`src/bbc_pkg.sv`:
```
// ---------------------------------------------------------------------------
// Buffer cache manager package
// Shared widths, operation and error codes, and controller/datapath structs.
// ---------------------------------------------------------------------------
package bbc_pkg;

    localparam int NUM_BUFFERS_DEF = 32;
    localparam int REF_WIDTH_DEF   = 8;
    localparam int MAX_OUT         = 32;

    localparam int FUNC_W  = 2;
    localparam int DEV_W   = 8;
    localparam int BLK_W   = 32;
    localparam int BIDX_W  = 5;
    localparam int SLOT_W  = 5;
    localparam int ERR_W   = 2;
    localparam int KCNT_W  = $clog2(MAX_OUT + 1);

    // Operation codes.
    localparam logic [FUNC_W-1:0] FUNC_GET     = 2'd0;
    localparam logic [FUNC_W-1:0] FUNC_RELEASE = 2'd1;
    localparam logic [FUNC_W-1:0] FUNC_SYNC    = 2'd2;

    // Error codes.
    localparam logic [ERR_W-1:0] ERR_OK      = 2'd0;
    localparam logic [ERR_W-1:0] ERR_NO_FREE = 2'd1;
    localparam logic [ERR_W-1:0] ERR_UNREF   = 2'd2;

    // Commands from the controller to the datapath.
    typedef struct packed {
        logic init_wr;
        logic load_req;
        logic decode;
        logic get_decide;
        logic rm_rd;
        logic rm_upd;
        logic rel_decide;
        logic push2;
        logic sync_step;
        logic out_load;
    } t_cmd;

    // Status from the datapath to the controller.
    typedef struct packed {
        logic              init_last;
        logic [FUNC_W-1:0] func;
        logic              hit_any;
        logic              hit_zero;
        logic              free_empty;
        logic              rel_bad;
        logic              rel_to_zero;
        logic              pend_last;
        logic              out_free;
    } t_sts;

endpackage

```
`src/bbc_if.sv`:
```
// ---------------------------------------------------------------------------
// Buffer cache manager channels
// Request and response channels with valid/ready handshake.
// ---------------------------------------------------------------------------
interface bbc_req_if import bbc_pkg::*; ();
    logic              valid;
    logic              ready;
    logic [FUNC_W-1:0] func;
    logic [DEV_W-1:0]  device_id;
    logic [BLK_W-1:0]  block_number;
    logic [BIDX_W-1:0] buffer_index;
    logic              mark_dirty;

    modport source (output valid, func, device_id, block_number, buffer_index,
                    mark_dirty, input ready);
    modport sink (input valid, func, device_id, block_number, buffer_index,
                  mark_dirty, output ready);
endinterface

interface bbc_rsp_if import bbc_pkg::*; ();
    logic              valid;
    logic              ready;
    logic [SLOT_W-1:0] slot;
    logic              hit;
    logic              need_read;
    logic              need_write;
    logic [ERR_W-1:0]  error_code;
    logic              last;

    modport source (output valid, slot, hit, need_read, need_write, error_code,
                    last, input ready);
    modport sink (input valid, slot, hit, need_read, need_write, error_code,
                  last, output ready);
endinterface

```
`src/block_buffer_cache_manager.sv`:
```
// ---------------------------------------------------------------------------
// Block buffer cache manager
// Pool of disk block buffers with tag lookup, reference counts, dirty marks
// and a least-recently-released free list.
// ---------------------------------------------------------------------------
// Channel   Dir  Request contents
// i_req     in   func, device_id, block_number, buffer_index, mark_dirty
// o_rsp     out  slot, hit, need_read, need_write, error_code, last
//
// A sync emits one response per written-back buffer, up to MAX_OUT, since a
// priority pick finds the next dirty entry combinationally. Free-list
// updates go through single-port memories, one pointer access per cycle.
// After reset a clearing pass over all NUM_BUFFERS entries builds the free
// list; no request is taken meanwhile. A stalled output holds the sequencer.
// ---------------------------------------------------------------------------
module block_buffer_cache_manager import bbc_pkg::*; #(
    parameter int NUM_BUFFERS = NUM_BUFFERS_DEF,
    parameter int REF_WIDTH   = REF_WIDTH_DEF
) (
    input  logic i_clk,
    input  logic i_rst_n,
    bbc_req_if.sink   i_req,
    bbc_rsp_if.source o_rsp
);

    t_cmd cmd;
    t_sts sts;

    // Sequencer.
    bbc_ctrl u_ctrl (
        .i_clk       (i_clk),
        .i_rst_n     (i_rst_n),
        .i_req_valid (i_req.valid),
        .i_sts       (sts),
        .o_req_ready (i_req.ready),
        .o_cmd       (cmd)
    );

    // Storage and result path.
    bbc_dpath #(
        .NUM_BUFFERS (NUM_BUFFERS),
        .REF_WIDTH   (REF_WIDTH)
    ) u_dpath (
        .i_clk   (i_clk),
        .i_rst_n (i_rst_n),
        .i_cmd   (cmd),
        .o_sts   (sts),
        .i_req   (i_req),
        .o_rsp   (o_rsp)
    );

endmodule

```
`src/bbc_ctrl.sv`:
```
// ---------------------------------------------------------------------------
// Buffer cache manager controller
// One-hot sequencer that steps the datapath through each request.
// ---------------------------------------------------------------------------
module bbc_ctrl import bbc_pkg::*; (
    input  logic i_clk,
    input  logic i_rst_n,
    input  logic i_req_valid,
    input  t_sts i_sts,
    output logic o_req_ready,
    output t_cmd o_cmd
);

    typedef enum logic [9:0] {
        S_INIT   = 10'b0000000001,
        S_IDLE   = 10'b0000000010,
        S_DECODE = 10'b0000000100,
        S_GETSEL = 10'b0000001000,
        S_RD     = 10'b0000010000,
        S_RM     = 10'b0000100000,
        S_REL    = 10'b0001000000,
        S_PUSH2  = 10'b0010000000,
        S_SYNC   = 10'b0100000000,
        S_EMIT   = 10'b1000000000
    } t_state;

    t_state r_state, n_state;

    // State register.
    always_ff @(posedge i_clk) begin
        if (!i_rst_n) begin
            r_state <= S_INIT;
        end else begin
            r_state <= n_state;
        end
    end

    assign o_req_ready = (r_state == S_IDLE);

    // Next state and command decode.
    always_comb begin
        n_state = r_state;
        o_cmd   = '0;
        case (r_state)
            S_INIT: begin
                o_cmd.init_wr = 1'b1;
                if (i_sts.init_last) n_state = S_IDLE;
            end
            S_IDLE: begin
                if (i_req_valid) begin
                    o_cmd.load_req = 1'b1;
                    n_state        = S_DECODE;
                end
            end
            S_DECODE: begin
                o_cmd.decode = 1'b1;
                case (i_sts.func)
                    FUNC_GET:     n_state = S_GETSEL;
                    FUNC_RELEASE: n_state = S_REL;
                    FUNC_SYNC:    n_state = S_SYNC;
                    default:      n_state = S_EMIT;
                endcase
            end
            S_GETSEL: begin
                o_cmd.get_decide = 1'b1;
                if (i_sts.hit_any) begin
                    n_state = i_sts.hit_zero ? S_RD : S_EMIT;
                end else begin
                    n_state = i_sts.free_empty ? S_EMIT : S_RD;
                end
            end
            S_RD: begin
                o_cmd.rm_rd = 1'b1;
                n_state     = S_RM;
            end
            S_RM: begin
                o_cmd.rm_upd = 1'b1;
                n_state      = S_EMIT;
            end
            S_REL: begin
                o_cmd.rel_decide = 1'b1;
                if (!i_sts.rel_bad && i_sts.rel_to_zero) n_state = S_PUSH2;
                else n_state = S_EMIT;
            end
            S_PUSH2: begin
                o_cmd.push2 = 1'b1;
                n_state     = S_EMIT;
            end
            S_SYNC: begin
                o_cmd.sync_step = 1'b1;
                n_state         = S_EMIT;
            end
            S_EMIT: begin
                if (i_sts.out_free) begin
                    o_cmd.out_load = 1'b1;
                    n_state        = i_sts.pend_last ? S_IDLE : S_SYNC;
                end
            end
            default: n_state = S_INIT;
        endcase
    end

endmodule

```
`src/bbc_dpath.sv`:
```
// ---------------------------------------------------------------------------
// Buffer cache manager datapath
// Tag store, counts, dirty marks, free-list memories and the result register.
// ---------------------------------------------------------------------------
module bbc_dpath import bbc_pkg::*; #(
    parameter int NUM_BUFFERS = NUM_BUFFERS_DEF,
    parameter int REF_WIDTH   = REF_WIDTH_DEF
) (
    input  logic i_clk,
    input  logic i_rst_n,
    input  t_cmd i_cmd,
    output t_sts o_sts,
    bbc_req_if.sink   i_req,
    bbc_rsp_if.source o_rsp
);

    localparam int IW  = $clog2(NUM_BUFFERS);
    localparam int FCW = $clog2(NUM_BUFFERS + 1);
    localparam logic [IW-1:0]        LAST_IDX = IW'(NUM_BUFFERS - 1);
    localparam logic [REF_WIDTH-1:0] REF_MAX  = '1;

    // Per-entry state in flip-flops.
    logic [NUM_BUFFERS-1:0] r_valid;
    logic [DEV_W-1:0]       r_tdev [NUM_BUFFERS];
    logic [BLK_W-1:0]       r_tblk [NUM_BUFFERS];
    logic [REF_WIDTH-1:0]   r_cnt  [NUM_BUFFERS];
    logic [NUM_BUFFERS-1:0] r_dirty;

    // Free-list memories.
    logic [IW-1:0] next_mem [NUM_BUFFERS];
    logic [IW-1:0] prev_mem [NUM_BUFFERS];
    logic [IW-1:0] r_rd_next, r_rd_prev;

    logic [IW-1:0]  r_head, r_tail, r_cur, r_init_cnt;
    logic [FCW-1:0] r_fc;

    // Latched request.
    logic [FUNC_W-1:0] r_func;
    logic [DEV_W-1:0]  r_dev;
    logic [BLK_W-1:0]  r_blk;
    logic [BIDX_W-1:0] r_bidx;
    logic              r_mark;
    logic [NUM_BUFFERS-1:0] r_match;
    logic [KCNT_W-1:0] r_k;

    // Pending and output results.
    logic [SLOT_W-1:0] r_p_slot, r_o_slot;
    logic              r_p_hit, r_p_rd, r_p_wr, r_p_last;
    logic [ERR_W-1:0]  r_p_err, r_o_err;
    logic              r_o_hit, r_o_rd, r_o_wr, r_o_last, r_o_valid;

    // Lowest set bit of a vector.
    function automatic logic [IW-1:0] f_first(input logic [NUM_BUFFERS-1:0] v);
        logic [IW-1:0] idx;
        idx = '0;
        for (int j = NUM_BUFFERS - 1; j >= 0; j--) begin
            if (v[j]) idx = IW'(j);
        end
        return idx;
    endfunction

    logic [IW-1:0]  hit_idx, rel_idx, sync_idx, push_at;
    logic           rel_ok;
    logic [NUM_BUFFERS-1:0] dirty_left;

    assign hit_idx    = f_first(r_match);
    assign rel_idx    = IW'(r_bidx);
    assign rel_ok     = (32'(r_bidx) < NUM_BUFFERS);
    assign sync_idx   = f_first(r_dirty);
    assign dirty_left = r_dirty & ~(NUM_BUFFERS'(1) << sync_idx);
    assign push_at    = (r_fc == '0) ? rel_idx : r_tail;

    // Status toward the controller.
    assign o_sts.init_last   = (r_init_cnt == LAST_IDX);
    assign o_sts.func        = r_func;
    assign o_sts.hit_any     = |r_match;
    assign o_sts.hit_zero    = (r_cnt[hit_idx] == '0);
    assign o_sts.free_empty  = (r_fc == '0);
    assign o_sts.rel_bad     = !rel_ok || (r_cnt[rel_idx] == '0);
    assign o_sts.rel_to_zero = (r_cnt[rel_idx] == REF_WIDTH'(1));
    assign o_sts.pend_last   = r_p_last;
    assign o_sts.out_free    = !r_o_valid || o_rsp.ready;

    // Write ports of the free-list memories.
    logic          nx_we, pv_we;
    logic [IW-1:0] nx_wa, nx_wd, pv_wa, pv_wd;

    always_comb begin
        nx_we = 1'b0; nx_wa = '0; nx_wd = '0;
        pv_we = 1'b0; pv_wa = '0; pv_wd = '0;
        if (i_cmd.init_wr) begin
            nx_we = 1'b1; nx_wa = r_init_cnt;
            nx_wd = (r_init_cnt == LAST_IDX) ? '0 : r_init_cnt + 1'b1;
            pv_we = 1'b1; pv_wa = r_init_cnt;
            pv_wd = (r_init_cnt == '0) ? LAST_IDX : r_init_cnt - 1'b1;
        end else if (i_cmd.rm_upd) begin
            nx_we = (r_cur != r_head); nx_wa = r_rd_prev; nx_wd = r_rd_next;
            pv_we = (r_cur != r_tail); pv_wa = r_rd_next; pv_wd = r_rd_prev;
        end else if (i_cmd.rel_decide) begin
            nx_we = !o_sts.rel_bad && o_sts.rel_to_zero;
            nx_wa = push_at; nx_wd = rel_idx;
            pv_we = nx_we; pv_wa = rel_idx; pv_wd = push_at;
        end else if (i_cmd.push2) begin
            nx_we = 1'b1; nx_wa = rel_idx;
            nx_wd = (r_fc == '0) ? rel_idx : r_head;
        end
    end

    // Free-list memories with registered reads.
    always_ff @(posedge i_clk) begin
        if (nx_we) next_mem[nx_wa] <= nx_wd;
        if (pv_we) prev_mem[pv_wa] <= pv_wd;
        if (i_cmd.rm_rd) begin
            r_rd_next <= next_mem[r_cur];
            r_rd_prev <= prev_mem[r_cur];
        end
    end

    // Control state: valid bits, counts, list pointers and the output valid.
    always_ff @(posedge i_clk) begin
        if (!i_rst_n) begin
            r_valid    <= '0;
            r_dirty    <= '0;
            for (int j = 0; j < NUM_BUFFERS; j++) r_cnt[j] <= '0;
            r_head     <= '0;
            r_tail     <= LAST_IDX;
            r_fc       <= FCW'(NUM_BUFFERS);
            r_init_cnt <= '0;
            r_o_valid  <= 1'b0;
        end else begin
            if (i_cmd.init_wr && !o_sts.init_last) r_init_cnt <= r_init_cnt + 1'b1;
            if (i_cmd.get_decide) begin
                if (|r_match) begin
                    if (r_cnt[hit_idx] != REF_MAX) r_cnt[hit_idx] <= r_cnt[hit_idx] + 1'b1;
                end else if (r_fc != '0) begin
                    r_valid[r_head] <= 1'b1;
                    r_cnt[r_head]   <= REF_WIDTH'(1);
                    r_dirty[r_head] <= 1'b0;
                end
            end
            if (i_cmd.rm_upd) begin
                if (r_cur == r_head) r_head <= r_rd_next;
                if (r_cur == r_tail) r_tail <= r_rd_prev;
                if (r_fc != '0) r_fc <= r_fc - 1'b1;
            end
            if (i_cmd.rel_decide && !o_sts.rel_bad) begin
                r_cnt[rel_idx] <= r_cnt[rel_idx] - 1'b1;
                r_dirty[rel_idx] <= o_sts.rel_to_zero ? 1'b0 : (r_dirty[rel_idx] | r_mark);
            end
            if (i_cmd.push2) begin
                if (r_fc == '0) r_head <= rel_idx;
                r_tail <= rel_idx;
                r_fc   <= r_fc + 1'b1;
            end
            if (i_cmd.sync_step && (r_dirty != '0)) r_dirty[sync_idx] <= 1'b0;
            if (i_cmd.out_load) r_o_valid <= 1'b1;
            else if (o_rsp.ready) r_o_valid <= 1'b0;
        end
    end

    // Payload registers: request latch, tag write, match vector, results.
    always_ff @(posedge i_clk) begin
        if (i_cmd.load_req) begin
            r_func <= i_req.func;
            r_dev  <= i_req.device_id;
            r_blk  <= i_req.block_number;
            r_bidx <= i_req.buffer_index;
            r_mark <= i_req.mark_dirty;
        end
        if (i_cmd.decode) begin
            for (int j = 0; j < NUM_BUFFERS; j++) begin
                r_match[j] <= r_valid[j] && (r_tdev[j] == r_dev) && (r_tblk[j] == r_blk);
            end
            r_k      <= '0;
            r_p_slot <= '0;
            r_p_hit  <= 1'b0;
            r_p_rd   <= 1'b0;
            r_p_wr   <= 1'b0;
            r_p_err  <= ERR_OK;
            r_p_last <= 1'b1;
        end
        if (i_cmd.get_decide) begin
            if (|r_match) begin
                r_cur    <= hit_idx;
                r_p_slot <= SLOT_W'(hit_idx);
                r_p_hit  <= 1'b1;
            end else if (r_fc != '0) begin
                r_cur          <= r_head;
                r_tdev[r_head] <= r_dev;
                r_tblk[r_head] <= r_blk;
                r_p_slot       <= SLOT_W'(r_head);
                r_p_rd         <= 1'b1;
            end else begin
                r_p_err <= ERR_NO_FREE;
            end
        end
        if (i_cmd.rel_decide) begin
            r_p_slot <= SLOT_W'(r_bidx);
            if (o_sts.rel_bad) r_p_err <= ERR_UNREF;
            else r_p_wr <= o_sts.rel_to_zero && (r_dirty[rel_idx] | r_mark);
        end
        if (i_cmd.sync_step) begin
            if (r_dirty != '0) begin
                r_p_slot <= SLOT_W'(sync_idx);
                r_p_wr   <= 1'b1;
                r_p_last <= (dirty_left == '0) || (r_k == KCNT_W'(MAX_OUT - 1));
                r_k      <= r_k + 1'b1;
            end else begin
                r_p_last <= 1'b1;
            end
        end
        if (i_cmd.out_load) begin
            r_o_slot <= r_p_slot;
            r_o_hit  <= r_p_hit;
            r_o_rd   <= r_p_rd;
            r_o_wr   <= r_p_wr;
            r_o_err  <= r_p_err;
            r_o_last <= r_p_last;
        end
    end

    assign o_rsp.valid      = r_o_valid;
    assign o_rsp.slot       = r_o_slot;
    assign o_rsp.hit        = r_o_hit;
    assign o_rsp.need_read  = r_o_rd;
    assign o_rsp.need_write = r_o_wr;
    assign o_rsp.error_code = r_o_err;
    assign o_rsp.last       = r_o_last;

endmodule
```
`src/flat_wrapper.sv`:
```
// flat-port wrapper written by rule: the top's interface ports become plain ports
module block_buffer_cache_manager_flat import bbc_pkg::*;
#(
    parameter int NUM_BUFFERS = NUM_BUFFERS_DEF,
    parameter int REF_WIDTH   = REF_WIDTH_DEF
)
  (i_clk, i_rst_n, i_req_valid, i_req_func, i_req_device_id, i_req_block_number, i_req_buffer_index, i_req_mark_dirty, i_req_ready, o_rsp_valid, o_rsp_slot, o_rsp_hit, o_rsp_need_read, o_rsp_need_write, o_rsp_error_code, o_rsp_last, o_rsp_ready);
  bbc_req_if i_req_i ();
  bbc_rsp_if o_rsp_i ();
  input  logic i_clk;
  input  logic i_rst_n;
  input wire logic [$bits(i_req_i.valid)-1:0] i_req_valid;
  input wire logic [$bits(i_req_i.func)-1:0] i_req_func;
  input wire logic [$bits(i_req_i.device_id)-1:0] i_req_device_id;
  input wire logic [$bits(i_req_i.block_number)-1:0] i_req_block_number;
  input wire logic [$bits(i_req_i.buffer_index)-1:0] i_req_buffer_index;
  input wire logic [$bits(i_req_i.mark_dirty)-1:0] i_req_mark_dirty;
  output wire logic [$bits(i_req_i.ready)-1:0] i_req_ready;
  output wire logic [$bits(o_rsp_i.valid)-1:0] o_rsp_valid;
  output wire logic [$bits(o_rsp_i.slot)-1:0] o_rsp_slot;
  output wire logic [$bits(o_rsp_i.hit)-1:0] o_rsp_hit;
  output wire logic [$bits(o_rsp_i.need_read)-1:0] o_rsp_need_read;
  output wire logic [$bits(o_rsp_i.need_write)-1:0] o_rsp_need_write;
  output wire logic [$bits(o_rsp_i.error_code)-1:0] o_rsp_error_code;
  output wire logic [$bits(o_rsp_i.last)-1:0] o_rsp_last;
  input wire logic [$bits(o_rsp_i.ready)-1:0] o_rsp_ready;
  assign i_req_i.valid = i_req_valid;
  assign i_req_i.func = i_req_func;
  assign i_req_i.device_id = i_req_device_id;
  assign i_req_i.block_number = i_req_block_number;
  assign i_req_i.buffer_index = i_req_buffer_index;
  assign i_req_i.mark_dirty = i_req_mark_dirty;
  assign i_req_ready = i_req_i.ready;
  assign o_rsp_valid = o_rsp_i.valid;
  assign o_rsp_slot = o_rsp_i.slot;
  assign o_rsp_hit = o_rsp_i.hit;
  assign o_rsp_need_read = o_rsp_i.need_read;
  assign o_rsp_need_write = o_rsp_i.need_write;
  assign o_rsp_error_code = o_rsp_i.error_code;
  assign o_rsp_last = o_rsp_i.last;
  assign o_rsp_i.ready = o_rsp_ready;
  block_buffer_cache_manager #(.NUM_BUFFERS(NUM_BUFFERS), .REF_WIDTH(REF_WIDTH)) u_core (.i_clk(i_clk), .i_rst_n(i_rst_n), .i_req(i_req_i), .o_rsp(o_rsp_i));
endmodule
```
`config.mk`:
```
export PLATFORM = sky130hd
export DESIGN_NAME = block_buffer_cache_manager_flat
export DESIGN_NICKNAME = d
export VERILOG_FILES = /design/src/bbc_pkg.sv /design/src/bbc_if.sv /design/src/block_buffer_cache_manager.sv /design/src/bbc_ctrl.sv /design/src/bbc_dpath.sv /design/src/flat_wrapper.sv
export SDC_FILE = /design/constraint.sdc
export NUM_CORES = 2
export LEC_CHECK = 0
export BUFFER_PORTS_ARGS = -buffer_cell sky130_fd_sc_hd__buf_2
export CAP_MARGIN = 20
export CORE_ASPECT_RATIO = 0.8
export CORE_MARGIN = 1.5
export CORE_UTILIZATION = 40
export CTS_CLUSTER_DIAMETER = 120
export CTS_CLUSTER_SIZE = 14
export DETAILED_ROUTE_END_ITERATION = 10
export PLACE_DENSITY_LB_ADDON = 0.3
export SLEW_MARGIN = 10
export SYNTH_ARGS = -nofsm -noshare
export SYNTH_HDL_FRONTEND = slang
export SYNTH_SLANG_ARGS = --single-unit
```
`constraint.sdc`:
```
create_clock -name i_clk -period 6.3 [get_ports i_clk]
set_input_delay 0 -clock i_clk [delete_from_list [all_inputs] [get_ports i_clk]]
set_output_delay 0 -clock i_clk [all_outputs]
set_load 0.01 [all_outputs]
```
# [After elaboration in Yosys (flattened, before gate mapping)]
# Memories as Yosys holds them, arrays and structs flattened. A register that Yosys moved wholly into a read port is not among the register bits.
# Index checks and enable logic that the tools add are counted.
[word_totals] register_bits=209 mem_bits_rw=1856 in_bits=52 out_inout_bits=13 wordCells=446 n_memories=5
[classes] n_addsub=7 magnitude_cmp=6 n_eq_ne=87 n_shift=1 n_mux=202 n_bitwise=9 reduce_logical=101
[memory_table] name="u_core.u_dpath.r_tblk" words=32 word_bits=32 read_ports=32 rd_ports_with_merged_regs=0 wr=1 line_no="bbc_dpath.sv:25" rtl="logic [BLK_W-1:0] r_tblk [NUM_BUFFERS];"
[memory_table] name="u_core.u_dpath.r_cnt" words=32 word_bits=8 read_ports=2 rd_ports_with_merged_regs=1 wr=32 line_no="bbc_dpath.sv:26" rtl="logic [REF_WIDTH-1:0] r_cnt [NUM_BUFFERS];"
[memory_table] name="u_core.u_dpath.r_tdev" words=32 word_bits=8 read_ports=32 rd_ports_with_merged_regs=0 wr=1 line_no="bbc_dpath.sv:24" rtl="logic [DEV_W-1:0] r_tdev [NUM_BUFFERS];"
[memory_table] name="u_core.u_dpath.next_mem" words=32 word_bits=5 read_ports=1 rd_ports_with_merged_regs=1 wr=1 line_no="bbc_dpath.sv:30" rtl="logic [IW-1:0] next_mem [NUM_BUFFERS];"
[memory_table] name="u_core.u_dpath.prev_mem" words=32 word_bits=5 read_ports=1 rd_ports_with_merged_regs=1 wr=1 line_no="bbc_dpath.sv:31" rtl="logic [IW-1:0] prev_mem [NUM_BUFFERS];"
[ops] operator="== test 32 bit" count=32
[ops] operator="two-way mux 5 bit" count=102
[ops] operator="== test 8 bit" count=32
[ops] operator="two-way mux 32 bit" count=7
[ops] operator="AND 32 bit" count=3
[ops] operator="NOT 32 bit" count=3
[ops] operator="one-hot mux 10 bit (8 select lines)" count=1
[ops] operator="logical AND 1 bit" count=72
[ops] operator="two-way mux 10 bit" count=7
[ops] operator="two-way mux 1 bit" count=63
[ops] operator="two-way mux 6 bit" count=6
[ops] operator="bitwise mux 32 bit" count=1
[ops] operator="logical NOT 32 bit" count=1
[ops] operator="OR 32 bit" count=1
[ops] operator="nonzero test 32 bit" count=1
[ops] operator="OR reduction 32 bit" count=1
[ops] operator="left shift 1 x 5 -> 32 bit, first input constant" count=1
[ops] operator="one-hot mux 10 bit (3 select lines)" count=1
[ops] operator="two-way mux 8 bit" count=3
[ops] operator="OR reduction 8 bit" count=3
[ops] operator="< comparator 5 x 6 -> 1 bit, second input constant" count=3
[ops] operator="logical NOT 8 bit" count=2
[ops] operator="demux 1 bit (select 5 bit)" count=3
[ops] operator=">= comparator 5 x 1 -> 1 bit, second input constant" count=3
[ops] operator="other kinds (41)" count=61

# [Longest topological paths before layout]
# An unclocked memory read counts as a cell.
[logic_depth] depth_word=43 depth_mapped=19 mapped_depth_nobuf=15

# [Least setup slack after synthesis]
# Ideal clock, no wire load.
[synth_path] kind="register to register" startpoint="register with a tool-made name" endpoint="memory u_core.u_dpath.r_cnt[0][0] (netlist bit), enable pin" arrival_ns=5.033 setup_slack_ns=0.883 path_stages_with_launch=19 path_buffers=7 path_cell_list="dfxtp_1 > buf_2 > buf_2 > clkbuf_1 > buf_1 > mux4_2 > mux4_2 > mux2i_1 > ha_1 > nand2_1 > o31a_1 > and2_4 > buf_6 > nand2_1 > o21ai_2 > o41a_1 > buf_4 > buf_6 > o21ai_0"
[synth_lines] element="end: declaration" line_no="bbc_dpath.sv:26"

==> results.md <==
* Outcome: finished, final reports clean
* Mux cell area share after synthesis at 0.05515
* Seq/Total Area, Yosys at 0.6640
* Core area at around 230000 sq um
* Crit path DAT at 6.37 ns
* Post-Route WL at 269.2 mm
* Worst clock skew at just under 0.06 ns
* Cts repair resizes at 0
* CP cell instances: or4_1 > a211o_1 > nand2_1 > and2_1 > nand2_1 > a2111oi_0 > a21oi_1 > a2bb2oi_1 > inv_1 > ha_1 > o211ai_1 > nor4_2 > o41a_2 > buf_4 > o21ai_1
* Worst-margin pin slew at 1.124 ns
* Final count of pins violating max slew at 0
* Die Y at 432.7 um
* Final Hold Fails at 0
* Top FF cell, synth: edfxtp_1
* DR WL/cell at approximately 28 um
* Critical Path Fanout Max at 14
* Crit path time final at 5.910 ns
* Cell area after layout at 104100 sq um
* Final WS setup at 0.3901 ns
* Overall global routing resource usage at 0.2268
* Synth Area in Compound Gates at 0.04957
* Port Buffers at 64
* Root Buffer: clkbuf_16
* Crit path kind: reg -> reg
* Setup Buffers After CTS at 0
* XOR/XNOR Fraction of Synth Area at 0.1200
* Gr ovfl total at 0
* DR vias at approximately 56000
* Crit path top cell by count: nand2_1
* DIE WIDTH at between 500 and 600 um
* Vias per cell at 5.815
* FILL cells at around 20000
* Post-route ant nets at 0
* Worst vdd ir at about 0.27 mV
* Max Freq at 169.2 MHz
* Final weighted congestion in routability-driven placement at 0.9737
* Slowest CP cell: o41a_2
* Routing usage on met2 at 0.3393
* Syn Nets at 6252
* Iteration-0 DRC Markers at 6844
* Worst EP required at ~6.8 ns
* Dpl ws at about 0.55 ns
* CTS Buf Count at 166
* Synth Cell Area at roughly 92000 sq um
* Critical Path Max Stage Delay at between 0.7 and 0.8 ns
* Die ar. at 233700 sq um
* Skew-Pair Late Insertion Delay at between 0.8 and 0.9 ns
* Initial Util at 0.4030
* Layout cells sized above 1 at 0.1567
* Netlist cell types at 100
* Area share of fa/ha/maj cells after synthesis at 0.001843
* First-pass GRT wire length at 387.0 mm
* Pre-antenna DRT Iters at 6
* Max clock buf depth at 3
* Largest family of logic cells by synthesized area: XOR/XNOR gates
* Post-synth EDFFs at 1963
* I/O pin total at 65
* Largest net degree at the start of global routing at 82
* Placement Rows at between 150 and 200
* Period utilization at 0.9381
* Ratio of total power to cell area at 253.1 nW/um^2
* HPWL Detailed at 173.7 mm
* Synth Register Bits at 2080
* Setup TNS at 0 ns
* Max-Cap Viols at 0
* Worst-path clk slew at about 0.07 ns
* Hold crit path type: in -> reg
* Synth Instances at 6187
* Setup violators final at 0
* H-tree depth at 4
* Synth Area in Simple Gates at 0.08770
* Seq. cell area at 61300 sq um
* Area grow syn2layout at 12.78%
* Placed cell areas at roughly 98000 sq um
* Leakage power at 32.59 nW
* Post-synth ARST share at 0
* Syn_area_per_cell at around 15 sq um
* WHS at 0.1544 ns
* Final Core Density at 0.4545
* Slew HR at 0.2507
* CTS sink count at 2080
* YS warnings at 0
* Initial antenna violation count at 13
* DRC at 0
* Startpoint types: flip-flop
* Multi-input gate area at 29490 sq um
* RSZ-0062 raised after global routing: no
* # nets final at 6520
* Nature of the critical path endpoint: flip-flop
* Busiest layer in global routing: met1
* Vias in the first global route at 53240
* GR Util met3 at 0.04013
* Met1 global-route usage at 0.3448
* CTS tree: yes
critical path, delay by kind of cell, from the launching register on:
| kind | cells | cell delay (ns) |
|---|---|---|
| AOI/OAI and AO/OA | 7 | 2.91 |
| adders and majority gates | 1 | 0.26 |
| buffers and inverters | 2 | 0.39 |
| DFF | 1 | 0.48 |
| and+or+nand+nor | 5 | 1.49 |
state kept, by name (all words and copies together), names as in the netlist, 6 cells and up, named ones only:
signal	count
u_core.u_dpath.r_fc	6
u_core.u_dpath.r_cnt	256
u_core.u_dpath.r_blk	32
u_core.u_dpath.r_dev	8
u_core.u_ctrl.r_state	10
u_core.u_dpath.next_mem	160
u_core.u_dpath.r_match	32
u_core.u_dpath.r_dirty	32
u_core.u_dpath.prev_mem	160
u_core.u_dpath.r_tdev	256
u_core.u_dpath.r_k	6
u_core.u_dpath.r_tblk	1024
u_core.u_dpath.r_valid	32
Yosys cell counts (22+ instances only):
cell	n	share of area
edfxtp_1	1963	0.64
xor2_1	664	0.063
xnor2_1	601	0.057
nand2_1	243	0.0099
clkbuf_1	224	0.0091
nor2_1	214	0.0087
nor4_1	210	0.014
mux4_2	176	0.043
nand4_1	176	0.012
nor3_1	162	0.0088
nand3_1	124	0.0067
dfxtp_1	117	0.025
nor3_2	112	0.012
a21oi_1	109	0.0059
o21ai_0	107	0.0058
buf_1	83	0.0034
mux2i_1	74	0.0080
buf_2	62	0.0034
inv_1	62	0.0025
o21a_1	42	0.0034
o21ai_1	39	0.0021
a211oi_1	34	0.0028
or4_1	33	0.0027
mux2_2	31	0.0038
o22ai_1	27	0.0018
and3_1	23	0.0016
nor2b_1	23	0.0016
o31ai_1	22	0.0018
cells by family after synthesis:
logic type                 Yosys count
DFF                               2080
and+or+nand+nor                   1436
xor gates and xnor gates          1265
AOI/OAI and AO/OA                  646
buffers and inverters              463
muxes                              284
adders and majority gates           13
per-layer routing:
layer / vias to the layer above / routed length, um
met5: - / 52
met4: 8 / 5374
met3: 360 / 22380
met2: 2454 / 118300
met1: 29000 / 123100
li1: 24000 / -
what timing repair did:
item / in CTS / in global routing
hold buffers: 101 / 0
endpoints found under the setup margin: 0 / 0
endpoints found under the hold margin: 112 / 0
worst paths after layout:
| kind | startpoint | endpoint | slack (ns) | cells after the start |
|---|---|---|---|---|
| worst min register to register | u_core.u_dpath.r_p_err[0] | u_core.u_dpath.o_rsp.error_code[0] | 0.44 | 0 |
| worst max register to register | u_core.u_dpath.r_match[16] | u_core.u_dpath.r_cnt[6][3] | 0.39 | 15 |
| worst max-delay path | u_core.u_dpath.r_match[16] | u_core.u_dpath.r_cnt[6][3] | 0.39 | 15 |
| worst min-delay path | o_rsp_ready | u_core.u_dpath.o_rsp.valid | 0.15 | 4 |
power by group:
group	total (mW)	internal, mW	switching (mW)
Clock	9.96	5.02	4.94
Combinational	0.926	0.255	0.672
Sequential	15.5	15.4	0.105
through the flow:
| step | cells | total power [mW] |
|---|---|---|
| after floorplan | 6187 | 16.19 |
| after global placement | 9201 | 16.60 |
| after detailed placement | 9206 | 16.63 |
| after CTS | 9593 | 26.50 |
| after global routing | 9594 | 27.07 |
| final | 9600 | 26.35 |
placed cells by master, fill, tap and decap left out, types with 105 or more instances in the layout:
| master | synthesis | layout |
|---|---|---|
| edfxtp_1 | 1963 | 1963 |
| xor2_1 | 664 | 664 |
| xnor2_1 | 601 | 601 |
| buf_4 | 9 | 285 |
| nand2_1 | 243 | 243 |
| nor4_1 | 210 | 198 |
| nor2_1 | 214 | 180 |
| mux4_2 | 176 | 176 |
| nand4_1 | 176 | 176 |
| clkbuf_16 | 0 | 168 |
| nor3_1 | 162 | 162 |
| nand3_1 | 124 | 124 |
| dfxtp_1 | 117 | 115 |
| nor3_2 | 112 | 112 |
| o21ai_0 | 107 | 106 |
| clkbuf_1 | 224 | 105 |
final cells by class:
class                      count  share of cell area
antenna                        6           0.0001442
clock buffer                 273             0.04417
timing repair buffer         499             0.04220
tap                         3021             0.03631
sequential                  2080              0.5888
multi-input combinational   3644              0.2833
inverter                      64            0.002308
clock inverter                13            0.002776
(Power assumes the default switching activity.)
